### config.mk
export PLATFORM = sky130hd
export DESIGN_NAME = strict_priority_queue_wait_stats_core
export DESIGN_NICKNAME = d
export VERILOG_FILES = /design/src/rtl/spqws_pkg.sv /design/src/rtl/spqws_wait_calc.sv /design/src/rtl/strict_priority_queue_wait_stats_core.sv
export SDC_FILE = /design/constraint.sdc
export NUM_CORES = 2
export LEC_CHECK = 0
export BUFFER_PORTS_ARGS = -buffer_cell sky130_fd_sc_hd__buf_2
export CAP_MARGIN = 20
export CORE_MARGIN = 10
export CORE_UTILIZATION = 35
export CTS_CLUSTER_DIAMETER = 60
export DETAILED_ROUTE_END_ITERATION = 16
export SLEW_MARGIN = 20
export SYNTH_ARGS = -nofsm -noshare
export SYNTH_HDL_FRONTEND = slang
export SYNTH_SLANG_ARGS = --single-unit
### constraint.sdc
create_clock -name clk -period 11.7 [get_ports clk]
set_clock_uncertainty 0.2 [all_clocks]
set_input_delay 0 -clock clk [delete_from_list [all_inputs] [get_ports clk]]
set_output_delay 0 -clock clk [all_outputs]
set_load 0.05 [all_outputs]
### src/rtl/spqws_pkg.sv
// ----------------------------------------------------------------------------
// spqws_pkg
// Shared types and constants of the strict priority queue wait statistics
// block: field widths, command codes, time limits and the wait result record.
// ----------------------------------------------------------------------------
package spqws_pkg;

	localparam int NUM_CLASSES = 4;
	localparam int CLASS_W     = 2;
	localparam int CMD_W       = 2;
	localparam int HOUR_W      = 5;
	localparam int MINUTE_W    = 6;
	localparam int STAMP_W     = HOUR_W + MINUTE_W;
	localparam int OCCUPANCY_W = 5;
	localparam int SERVED_W    = 16;
	localparam int PEAK_W      = 7;
	localparam int WAIT_W      = 11;

	localparam int DEF_QUEUE_DEPTH = 16;
	localparam int DEF_COUNT_WIDTH = 16;

	localparam logic [CMD_W-1:0] CMD_ARRIVE = 2'd0;
	localparam logic [CMD_W-1:0] CMD_SERVE  = 2'd1;
	localparam logic [CMD_W-1:0] CMD_QUERY  = 2'd2;

	localparam logic [HOUR_W-1:0]   HOUR_MAX         = 5'd23;
	localparam logic [MINUTE_W-1:0] MINUTE_MAX       = 6'd59;
	localparam logic [MINUTE_W-1:0] MINUTES_PER_HOUR = 6'd60;
	localparam logic [HOUR_W-1:0]   HOURS_PER_DAY    = 5'd24;

	typedef struct packed {
		logic [HOUR_W-1:0]   hours;
		logic [MINUTE_W-1:0] minutes;
		logic [WAIT_W-1:0]   total;
	} wait_t;

endpackage

### src/rtl/spqws_wait_calc.sv
// ----------------------------------------------------------------------------
// spqws_wait_calc
// Elapsed time between an arrival stamp and a service time, with a borrow at
// one hour and a wrap at one day, plus the same wait in whole minutes.
// ----------------------------------------------------------------------------
module spqws_wait_calc (
	input  logic [spqws_pkg::HOUR_W-1:0]   hour,
	input  logic [spqws_pkg::MINUTE_W-1:0] minute,
	input  logic [spqws_pkg::STAMP_W-1:0]  stamp,
	output spqws_pkg::wait_t               result
);
	import spqws_pkg::*;

	logic [MINUTE_W:0]   dm_raw;
	logic                borrow;
	logic [HOUR_W:0]     dh_raw;
	logic [MINUTE_W-1:0] minutes;
	logic [HOUR_W-1:0]   hours;

	assign dm_raw = {1'b0, minute} - {1'b0, stamp[MINUTE_W-1:0]};
	assign borrow = dm_raw[MINUTE_W];
	// Adding 60 modulo 64 restores a negative difference to 0..59.
	assign minutes = borrow ? (dm_raw[MINUTE_W-1:0] + MINUTES_PER_HOUR)
	                        : dm_raw[MINUTE_W-1:0];

	assign dh_raw = {1'b0, hour} - {1'b0, stamp[STAMP_W-1:MINUTE_W]}
	              - {{HOUR_W{1'b0}}, borrow};
	assign hours = dh_raw[HOUR_W] ? (dh_raw[HOUR_W-1:0] + HOURS_PER_DAY)
	                              : dh_raw[HOUR_W-1:0];

	assign result.hours   = hours;
	assign result.minutes = minutes;
	assign result.total   = WAIT_W'(hours) * WAIT_W'(MINUTES_PER_HOUR) + WAIT_W'(minutes);

endmodule

### src/rtl/strict_priority_queue_wait_stats_core.sv
// ----------------------------------------------------------------------------
// strict_priority_queue_wait_stats_core
// Four strict priority FIFO queues of arrival stamps with wait statistics.
// ----------------------------------------------------------------------------
// Usage:
// An item enters on in_valid/in_ready with cmd, priority_class, hour and
// minute. Arrive pushes a stamp into the named class, serve pops the head of
// the non-empty class of highest priority (class 0 is highest) and reports
// its wait, query only reports. Every item yields exactly one result item
// on out_valid/out_ready. The item is taken into the work stage, and the
// result goes into the output register when that register is free.
// The work stage holds one item at a time: on accept the selected queue
// head is read from the single-port stamp memory into a register; the
// work stage then computes the update and loads the result register.
// in_ready stays high while a result waits in the output register, so one
// further item may be taken; it then holds in the work stage until the
// receiver takes the pending result.
// Reset clears all counts, pointers and statistics at once; the stamp
// memory needs no clearing since only written entries are ever used.
// ----------------------------------------------------------------------------
module strict_priority_queue_wait_stats_core #(
	parameter int QUEUE_DEPTH = spqws_pkg::DEF_QUEUE_DEPTH,
	parameter int COUNT_WIDTH = spqws_pkg::DEF_COUNT_WIDTH
) (
	input  logic                              clk,
	input  logic                              arst_n,
	input  logic                              in_valid,
	output logic                              in_ready,
	input  logic [spqws_pkg::CMD_W-1:0]       cmd,
	input  logic [spqws_pkg::CLASS_W-1:0]     priority_class,
	input  logic [spqws_pkg::HOUR_W-1:0]      hour,
	input  logic [spqws_pkg::MINUTE_W-1:0]    minute,
	output logic                              out_valid,
	input  logic                              out_ready,
	output logic                              served,
	output logic [spqws_pkg::CLASS_W-1:0]     served_class,
	output logic [spqws_pkg::HOUR_W-1:0]      wait_hours,
	output logic [spqws_pkg::MINUTE_W-1:0]    wait_minutes,
	output logic                              dropped,
	output logic [spqws_pkg::OCCUPANCY_W-1:0] class_occupancy,
	output logic [spqws_pkg::SERVED_W-1:0]    class_served,
	output logic [spqws_pkg::SERVED_W-1:0]    total_served,
	output logic [spqws_pkg::PEAK_W-1:0]      peak_occupancy,
	output logic [spqws_pkg::WAIT_W-1:0]      max_wait
);
	import spqws_pkg::*;

	localparam int PTR_W     = (QUEUE_DEPTH > 1) ? $clog2(QUEUE_DEPTH) : 1;
	localparam int OCC_W     = $clog2(QUEUE_DEPTH + 1);
	localparam int MEM_DEPTH = NUM_CLASSES * QUEUE_DEPTH;
	localparam int ADDR_W    = $clog2(MEM_DEPTH);
	localparam int TOT_W     = $clog2(MEM_DEPTH + 1);
	localparam int OCC_PAD_W = OCC_W + OCCUPANCY_W;
	localparam int CNT_PAD_W = COUNT_WIDTH + SERVED_W;
	localparam int TOT_PAD_W = TOT_W + PEAK_W;

	// Queue state.
	logic [PTR_W-1:0]       head_q   [NUM_CLASSES];
	logic [OCC_W-1:0]       count_q  [NUM_CLASSES];
	logic [COUNT_WIDTH-1:0] scount_q [NUM_CLASSES];
	logic [COUNT_WIDTH-1:0] stotal_q;
	logic [TOT_W-1:0]       peak_q;
	logic [WAIT_W-1:0]      longest_q;

	logic [PTR_W-1:0]       head_d   [NUM_CLASSES];
	logic [OCC_W-1:0]       count_d  [NUM_CLASSES];
	logic [COUNT_WIDTH-1:0] scount_d [NUM_CLASSES];
	logic [COUNT_WIDTH-1:0] stotal_d;
	logic [TOT_W-1:0]       peak_d;
	logic [WAIT_W-1:0]      longest_d;

	logic [STAMP_W-1:0] mem [MEM_DEPTH];

	// Work stage.
	logic                valid_s1;
	logic [CMD_W-1:0]    cmd_s1;
	logic [CLASS_W-1:0]  cls_s1;
	logic [HOUR_W-1:0]   hour_s1;
	logic [MINUTE_W-1:0] minute_s1;
	logic [CLASS_W-1:0]  sel_s1;
	logic                avail_s1;
	logic [STAMP_W-1:0]  stamp_s1;

	// Output register.
	logic                   out_valid_q;
	logic                   served_q;
	logic [CLASS_W-1:0]     served_class_q;
	logic [HOUR_W-1:0]      wait_hours_q;
	logic [MINUTE_W-1:0]    wait_minutes_q;
	logic                   dropped_q;
	logic [OCCUPANCY_W-1:0] class_occupancy_q;
	logic [SERVED_W-1:0]    class_served_q;
	logic [SERVED_W-1:0]    total_served_q;
	logic [PEAK_W-1:0]      peak_occupancy_q;
	logic [WAIT_W-1:0]      max_wait_q;

	logic                accept;
	logic                complete;
	logic [CLASS_W-1:0]  sel_cls;
	logic                sel_avail;
	logic [ADDR_W-1:0]   rd_addr;
	logic [HOUR_W-1:0]   hour_sat;
	logic [MINUTE_W-1:0] minute_sat;

	logic [PTR_W:0]      tail_sum;
	logic [PTR_W-1:0]    tail;
	logic [ADDR_W-1:0]   wr_addr;
	logic                wr_en;
	logic [TOT_W-1:0]    new_total;
	logic                full;
	wait_t               wait_res;

	logic                   res_served;
	logic                   res_dropped;
	logic [OCC_PAD_W-1:0]   occ_pad;
	logic [CNT_PAD_W-1:0]   cls_cnt_pad;
	logic [CNT_PAD_W-1:0]   tot_cnt_pad;
	logic [TOT_PAD_W-1:0]   peak_pad;

	assign in_ready = !valid_s1;
	assign accept   = in_valid && in_ready;
	assign complete = valid_s1 && (!out_valid_q || out_ready);

	assign hour_sat   = (hour > HOUR_MAX) ? HOUR_MAX : hour;
	assign minute_sat = (minute > MINUTE_MAX) ? MINUTE_MAX : minute;

	// Highest priority class with an entry waiting.
	always_comb begin
		sel_cls   = '0;
		sel_avail = 1'b0;
		for (int c = NUM_CLASSES - 1; c >= 0; c--) begin
			if (count_q[c] != '0) begin
				sel_cls   = CLASS_W'(c);
				sel_avail = 1'b1;
			end
		end
	end

	assign rd_addr = ADDR_W'(ADDR_W'(sel_cls) * ADDR_W'(QUEUE_DEPTH)) + ADDR_W'(head_q[sel_cls]);

	always_ff @(posedge clk or negedge arst_n) begin
		if (!arst_n) begin
			valid_s1 <= 1'b0;
		end else if (accept) begin
			valid_s1 <= 1'b1;
		end else if (complete) begin
			valid_s1 <= 1'b0;
		end
	end

	always_ff @(posedge clk) begin
		if (accept) begin
			cmd_s1    <= cmd;
			cls_s1    <= priority_class;
			hour_s1   <= hour_sat;
			minute_s1 <= minute_sat;
			sel_s1    <= sel_cls;
			avail_s1  <= sel_avail;
		end
	end

	// Stamp memory: read at accept, written when an arrival completes.
	always_ff @(posedge clk) begin
		if (accept) begin
			stamp_s1 <= mem[rd_addr];
		end
		if (wr_en) begin
			mem[wr_addr] <= {hour_s1, minute_s1};
		end
	end

	spqws_wait_calc u_wait (
		.hour   (hour_s1),
		.minute (minute_s1),
		.stamp  (stamp_s1),
		.result (wait_res)
	);

	assign full      = (count_q[cls_s1] == OCC_W'(QUEUE_DEPTH));
	assign tail_sum  = (PTR_W+1)'(head_q[cls_s1]) + (PTR_W+1)'(count_q[cls_s1]);
	assign tail      = (tail_sum >= (PTR_W+1)'(QUEUE_DEPTH))
	                 ? PTR_W'(tail_sum - (PTR_W+1)'(QUEUE_DEPTH)) : tail_sum[PTR_W-1:0];
	assign wr_addr   = ADDR_W'(ADDR_W'(cls_s1) * ADDR_W'(QUEUE_DEPTH)) + ADDR_W'(tail);
	assign new_total = TOT_W'(count_q[0]) + TOT_W'(count_q[1]) + TOT_W'(count_q[2])
	                 + TOT_W'(count_q[3]) + TOT_W'(1);

	always_comb begin
		head_d      = head_q;
		count_d     = count_q;
		scount_d    = scount_q;
		stotal_d    = stotal_q;
		peak_d      = peak_q;
		longest_d   = longest_q;
		wr_en       = 1'b0;
		res_served  = 1'b0;
		res_dropped = 1'b0;
		unique case (cmd_s1)
			CMD_ARRIVE: begin
				if (full) begin
					res_dropped = 1'b1;
				end else begin
					wr_en           = complete;
					count_d[cls_s1] = count_q[cls_s1] + OCC_W'(1);
					if (new_total > peak_q) begin
						peak_d = new_total;
					end
				end
			end
			CMD_SERVE: begin
				if (avail_s1) begin
					res_served      = 1'b1;
					count_d[sel_s1] = count_q[sel_s1] - OCC_W'(1);
					head_d[sel_s1]  = (head_q[sel_s1] == PTR_W'(QUEUE_DEPTH - 1))
					                ? '0 : head_q[sel_s1] + PTR_W'(1);
					if (scount_q[sel_s1] != '1) begin
						scount_d[sel_s1] = scount_q[sel_s1] + COUNT_WIDTH'(1);
					end
					if (stotal_q != '1) begin
						stotal_d = stotal_q + COUNT_WIDTH'(1);
					end
					if (wait_res.total > longest_q) begin
						longest_d = wait_res.total;
					end
				end
			end
			CMD_QUERY: begin
			end
			default: begin
			end
		endcase
		occ_pad     = OCC_PAD_W'(count_d[cls_s1]);
		cls_cnt_pad = CNT_PAD_W'(scount_d[cls_s1]);
		tot_cnt_pad = CNT_PAD_W'(stotal_d);
		peak_pad    = TOT_PAD_W'(peak_d);
	end

	always_ff @(posedge clk or negedge arst_n) begin
		if (!arst_n) begin
			for (int c = 0; c < NUM_CLASSES; c++) begin
				head_q[c]   <= '0;
				count_q[c]  <= '0;
				scount_q[c] <= '0;
			end
			stotal_q  <= '0;
			peak_q    <= '0;
			longest_q <= '0;
		end else if (complete) begin
			head_q    <= head_d;
			count_q   <= count_d;
			scount_q  <= scount_d;
			stotal_q  <= stotal_d;
			peak_q    <= peak_d;
			longest_q <= longest_d;
		end
	end

	always_ff @(posedge clk or negedge arst_n) begin
		if (!arst_n) begin
			out_valid_q <= 1'b0;
		end else if (complete) begin
			out_valid_q <= 1'b1;
		end else if (out_ready) begin
			out_valid_q <= 1'b0;
		end
	end

	always_ff @(posedge clk) begin
		if (complete) begin
			served_q          <= res_served;
			served_class_q    <= res_served ? sel_s1 : '0;
			wait_hours_q      <= res_served ? wait_res.hours : '0;
			wait_minutes_q    <= res_served ? wait_res.minutes : '0;
			dropped_q         <= res_dropped;
			class_occupancy_q <= occ_pad[OCCUPANCY_W-1:0];
			class_served_q    <= cls_cnt_pad[SERVED_W-1:0];
			total_served_q    <= tot_cnt_pad[SERVED_W-1:0];
			peak_occupancy_q  <= peak_pad[PEAK_W-1:0];
			max_wait_q        <= longest_d;
		end
	end

	assign out_valid       = out_valid_q;
	assign served          = served_q;
	assign served_class    = served_class_q;
	assign wait_hours      = wait_hours_q;
	assign wait_minutes    = wait_minutes_q;
	assign dropped         = dropped_q;
	assign class_occupancy = class_occupancy_q;
	assign class_served    = class_served_q;
	assign total_served    = total_served_q;
	assign peak_occupancy  = peak_occupancy_q;
	assign max_wait        = max_wait_q;

endmodule

* Word level (Yosys, flattened, before mapping) *
Memories as Yosys holds them, arrays and structs flattened. A register that Yosys moved wholly into a read port is not among the register bits.
Cells that the tools add are included.

cells by class
  $add $sub $neg = 19
  multiply operators = 1
  order comparisons = 10
  equality and inequality tests = 5
  mux-type cells = 71
  bitwise operators = 3
  reductions and logical operators = 16

operators by type and width
  operator               count
  $mux 64                3
  $mux 16                8
  $bmux 16 s2            2
  $bwmux 64              1
  $mux 5                 9
  $bwmux 20              2
  $mux 20                2
  $pmux 20 s2            1
  $mux 4                 9
  $mux 11                3
  $add 16x1->16 const B  2
  $demux 16 s2           1
  $ne 16x16->1 const B   2
  $bmux 5 s2             3
  $bmux 4 s2             3
  $mux 7                 3
  $demux 5 s2            2
  $reduce_bool 5->1      4
  $bwmux 16              1
  $add 6x4->6            2
  $mux 1                 12
  $add 11x6->11          1
  $gt 11x11->1           1
  $ge 3x3->1 const B     3
  34 further kinds       45

storage, ports and cells
  flip-flop bits (word level) = 224
  RAM bits = 704
  input port bits = 19
  memories kept = 1

memory list
  memory  words  bits a word  read ports  clocked after memory_dff  wr ports  line                                         text
  mem     64     11           1           1                         1         strict_priority_queue_wait_stats_core.sv:72  logic [STAMP_W-1:0] mem [MEM_DEPTH];

* Logic depth before layout (Yosys ltp) *
  depth in word-level cells = 12
  mapped depth = 33
  mapped depth without buffers = 32

* Modules after synthesis *
A second synthesis with hierarchy kept.

second synthesis, totals
  cells, all modules = 3,403
  area, all modules = 42,721.0 sq um

modules (own cells, without submodules)
  module                                 times used  cells each  area an instance (sq um)
  strict_priority_queue_wait_stats_core  1           3,216       41,205.8
  spqws_wait_calc                        1           187         1,515.2

* Worst setup path after synthesis *
No wires, ideal clock.

  kind = register to register
  from = reg minute_s1[0]
  to = reg max_wait_q[1], in the netlist max_wait[1], data pin
  library setup time = 260 ps
  data arrival time = 7,920 ps
  required time = 11,240 ps
  slack = 3,320 ps
  cell stages (with the launch flop) = 32
  path buffers = 1
  period minus slack after synthesis = 8,380 ps
  path through = edfxtp_1 inv_1 ha_1 inv_1 fa_1 a21o_1 a21oi_1 o21bai_1 a21oi_1 fa_1 ha_1 o21ai_0 nand3b_1 a211o_1 a21oi_1 a21oi_1 xnor2_1 fa_1 fa_1 ha_1 o21ai_0 nand2b_1 and3_1 xor2_1 ha_1 a21o_1 a21oi_1 o221ai_1 a21oi_1 or3_1 clkbuf_1 mux2_2

on the way
  cells in the longest elaborated chain, start to end = 10
  elaborated cells on any way between the ends = 12
  classes of those cells = add/sub: 5; mul: 1; order compare: 1; mux: 5

ends and longest elaborated chain
  element                    line                                          text
  start, declared            strict_priority_queue_wait_stats_core.sv:79   logic [MINUTE_W-1:0] minute_s1;
  start signal, assigned     strict_priority_queue_wait_stats_core.sv:156  minute_s1 <= minute_sat;
  $sub 6x6->7 *              spqws_wait_calc.sv:20                         assign dm_raw = {1'b0, minute} - {1'b0, stamp[MINUTE_W-1:0]};
  $sub 6x1->6 *              spqws_wait_calc.sv:27                         - {{HOUR_W{1'b0}}, borrow};
  $add 5x5->5                spqws_wait_calc.sv:28                         assign hours = dh_raw[HOUR_W] ? (dh_raw[HOUR_W-1:0] + HOURS_PER_DAY)
  $mux 5 *                   spqws_wait_calc.sv:28
  named net u_wait.hours[3]  spqws_wait_calc.sv:18                         logic [HOUR_W-1:0] hours;
  $mul 5x4->9 *              spqws_wait_calc.sv:33                         assign result.total = WAIT_W'(hours) * WAIT_W'(MINUTES_PER_HOUR) + WAIT_W'(minutes);
  $add 11x6->11 *            spqws_wait_calc.sv:33
  $gt 11x11->1 *             strict_priority_queue_wait_stats_core.sv:221  if (wait_res.total > longest_q) begin
  $mux 11 *                  strict_priority_queue_wait_stats_core.sv:221
  $mux 11 *                  strict_priority_queue_wait_stats_core.sv:210  if (avail_s1) begin
  $mux 11 *                  strict_priority_queue_wait_stats_core.sv:197  unique case (cmd_s1)
  named net longest_d[1]     strict_priority_queue_wait_stats_core.sv:70   logic [WAIT_W-1:0] longest_d;
  end signal, assigned       strict_priority_queue_wait_stats_core.sv:278  max_wait_q <= longest_d;
  end, declared              strict_priority_queue_wait_stats_core.sv:95   logic [WAIT_W-1:0] max_wait_q;

Mark *: on every way through the listed nets, which the timed path passes. The rest lies on a longest branch.
A chain may end at the register's enable or synchronous reset.

* Worst setup path after layout *
Same ends and word-level chain as after synthesis.

==> out/results.tsv <==
stage	metric	value	unit
detailed_routing	routed_via_density	5.26	
detailed_routing	drt-total-wl	109000	um
detailed_routing	dr.first_iter.drc_count	2274	
placement	io_buffers	90	
clocking	cts_sinks	939	
timing	worst_pin_slew	1210	ps
setup_path	path_depth	30	
setup_path	crit_path_end_kind	flop	
detailed_routing	vias	25654	
timing	rsz0062_at_grt	no	
status	status	complete, no violations	
cells_and_area	nets	3281	
setup_path	max_stage_delay	560	ps
timing	finalCritPeriodShare	0.741	
setup_path	r2r_cells	30	
min_path	worstHoldPathCells	3	
setup_path	worstPathArrival	8880	ps
synth	syn_nets	3126	
setup_path	start_kind	flop	
die	die_area	0.136	mm^2
clocking	clk_latency	690	ps
detailed_routing	ant_nets	0	
synth	ys_types	74	
setup_path	regToRegStartpoint	minute_s1[0]$_SDFFCE_PN1P_	
setup_path	crit_start	minute_s1[0]$_SDFFCE_PN1P_	
synth	synth_top_cells_by_area	edfxtp_1, dfrtp_1, mux2i_1	
die	num_rows	127	
synth	ys_warn_count	0	
timing	period_minus_slack	8670	ps
setup_path	crit_end	max_wait[1]$_DFFE_PP_	
setup_path	crit_slowest_cell	xnor2_1	
timing	slew_violations	0	
clocking	clock_path_buffers	3	
clocking	cts_made_buffers	102	
setup_path	r2r-end	max_wait[1]$_DFFE_PP_	
synth	synth-seq-cells	939	
synth	yosysMostFrequentCell	edfxtp_1	
timing	max_slew_margin	0.184	
clocking	cts_tree	built	
die	start_util	0.353	
grt	grt_max_degree	105	
synth	synth_edf_count	803	
die	die_w	368	um
min_path	hold_class	input pin to flop	
cells_and_area	syn2layout_area_growth	14.3	%
clocking	cts-root-buf	clkbuf_16	
grt	grt_usage	0.156	
detailed_routing	wl_per_cell	22.3	um
detailed_routing	route.detailed.drc	0	
synth	yosys.area.top_type	edfxtp_1	
die	design.core.area	0.120	mm^2
cells_and_area	drive_gt1_frac	0.160	
synth	ys_top_cells_by_count	edfxtp_1, nand2_1, mux2i_1	
setup_path	rrSetupSlack	3030	ps
synth	synth_flop_cell	edfxtp_1	
synth	ys_seq_area_frac	0.649	
detailed_routing	drt_pass1_iterations	5	
die	die_h	368	um
setup_path	path_buf_inv	2	
setup_path	critPathRequiredTime	11910	ps
grt	first_global_vias	25329	
setup_path	crit_fanout	10	
grt	antenna_found_initial	0	
setup_path	cp_common_cell	a21oi_1	
timing	setup_tns	0	ps
timing	final-hold-violation-count	0	
synth	async_reset_ff_frac	0.145	
setup_path	crit_family	adder cells	
placement	place.gp.congestion	0.834	
run	max_cap_viol_count	0	
synth	synth_top_area_share	0.568	
grt	grt_pass1_wl	163000	um
setup_path	crit_type	flop to flop	
clocking	postCtsSetupRepairBufs	0	
timing	max_clock_freq	115	MHz
clocking	clk_pin_slew_worst_paths	60	ps
placement	hpwl	68200	um
synth	postSynthCellCount	3022	
timing	setup_viol	0	
die	io_pins	91	
synth	synth_area	0.0424	mm^2
clocking	h-tree-depth	3	
synth	syn_area_per_cell	14.0	um^2
grt	grt_overflow	0	
stage by stage:
stage	instance area [um^2]	hold WS, ps	utilization	instances	setup WS [ps]
after floorplan	42400	-496	-	3022	3320
after global placement	44600	-160	0.371	4645	3210
after detailed placement	44700	-158	0.372	4648	3000
after CTS	48400	7.77	0.403	4871	2960
after global routing	48500	9.49	0.404	4876	2360
final	48500	31.1	0.404	4877	3030
layout by cell type, fill, tap and decap left out, types with 66 or more instances in the layout:
master	count
inv_1	74
and3_1	73
nor2_1	110
dfrtp_1	136
o21ai_0	159
buf_2	89
nand2_1	476
mux2_2	66
edfxtp_1	803
buf_4	84
ha_1	66
mux4_2	80
clkbuf_16	105
mux2i_1	219
kinds of logic after synthesis:
group | count (synthesis) | share of synthesized area
AO/OA/AOI/OAI | 442 | 0.0693
AND/OR/NAND/NOR | 866 | 0.0932
XOR/XNOR | 80 | 0.0165
buffers and inverters | 237 | 0.0286
flip-flops | 939 | 0.649
multiplexers | 373 | 0.115
adder cells (fa/ha/maj) | 85 | 0.0284
flip-flops by register name, summed over array words and instances, names as in the netlist, 6 cells and up:
name and flops:
peak_q 7, stamp_s1 11, mem 704, stotal_q 16, total_served 16, minute_s1 6, class_served 16, scount_q 64
max_wait 11, head_q 16, peak_occupancy 7, wait_minutes 6, longest_q 11, count_q 20
final cells by class:
cell class | instances | area, um^2
clock buffers | 131 | 2730
clock inverters | 60 | 687
inverters | 77 | 297
multi-input cells | 1846 | 13700
diodes | 1 | 2.50
repair buffers | 211 | 1500
fillers | 11130 | 71600
well taps | 1612 | 2020
flip-flops and latches | 939 | 27500
layer usage:
metal	vias up	GRT usage	routed length, um
met3	184	0.0237	5960
met2	723	0.260	52600
met4	0	0.0554	3690
li1	11753	-	-
met1	12994	0.207	46400
met5	-	0	0
worst min-delay path by stage:
| stage | from | to | slack (ps) |
|---|---|---|---|
| floorplan | arst_n | count_q[0]$_DFFE_PN0P_ | -500 |
| global placement | arst_n | peak_q[5]$_DFFE_PN0P_ | -160 |
| detailed placement | arst_n | peak_q[5]$_DFFE_PN0P_ | -160 |
| CTS | hour[4] | hour_s1[3]$_SDFFCE_PN0P_ | 8 |
| global route | hour[4] | hour_s1[3]$_SDFFCE_PN0P_ | 9 |
| finish | hour[4] | hour_s1[3]$_SDFFCE_PN0P_ | 30 |
what timing repair did:
action                                 CTS  global route
endpoints found under the hold margin  197             0
resized for setup                        0             0
hold buffers                            32             0
tightest hold or removal path, delay by kind of cell:
kind | cells | cell delay, ps
simple gates | 1 | 50
buf+inv | 2 | 680
Power is left out: the tool's default activity adds up to more than one toggle a clock period on the data nets, which glitch-free logic cannot reach.
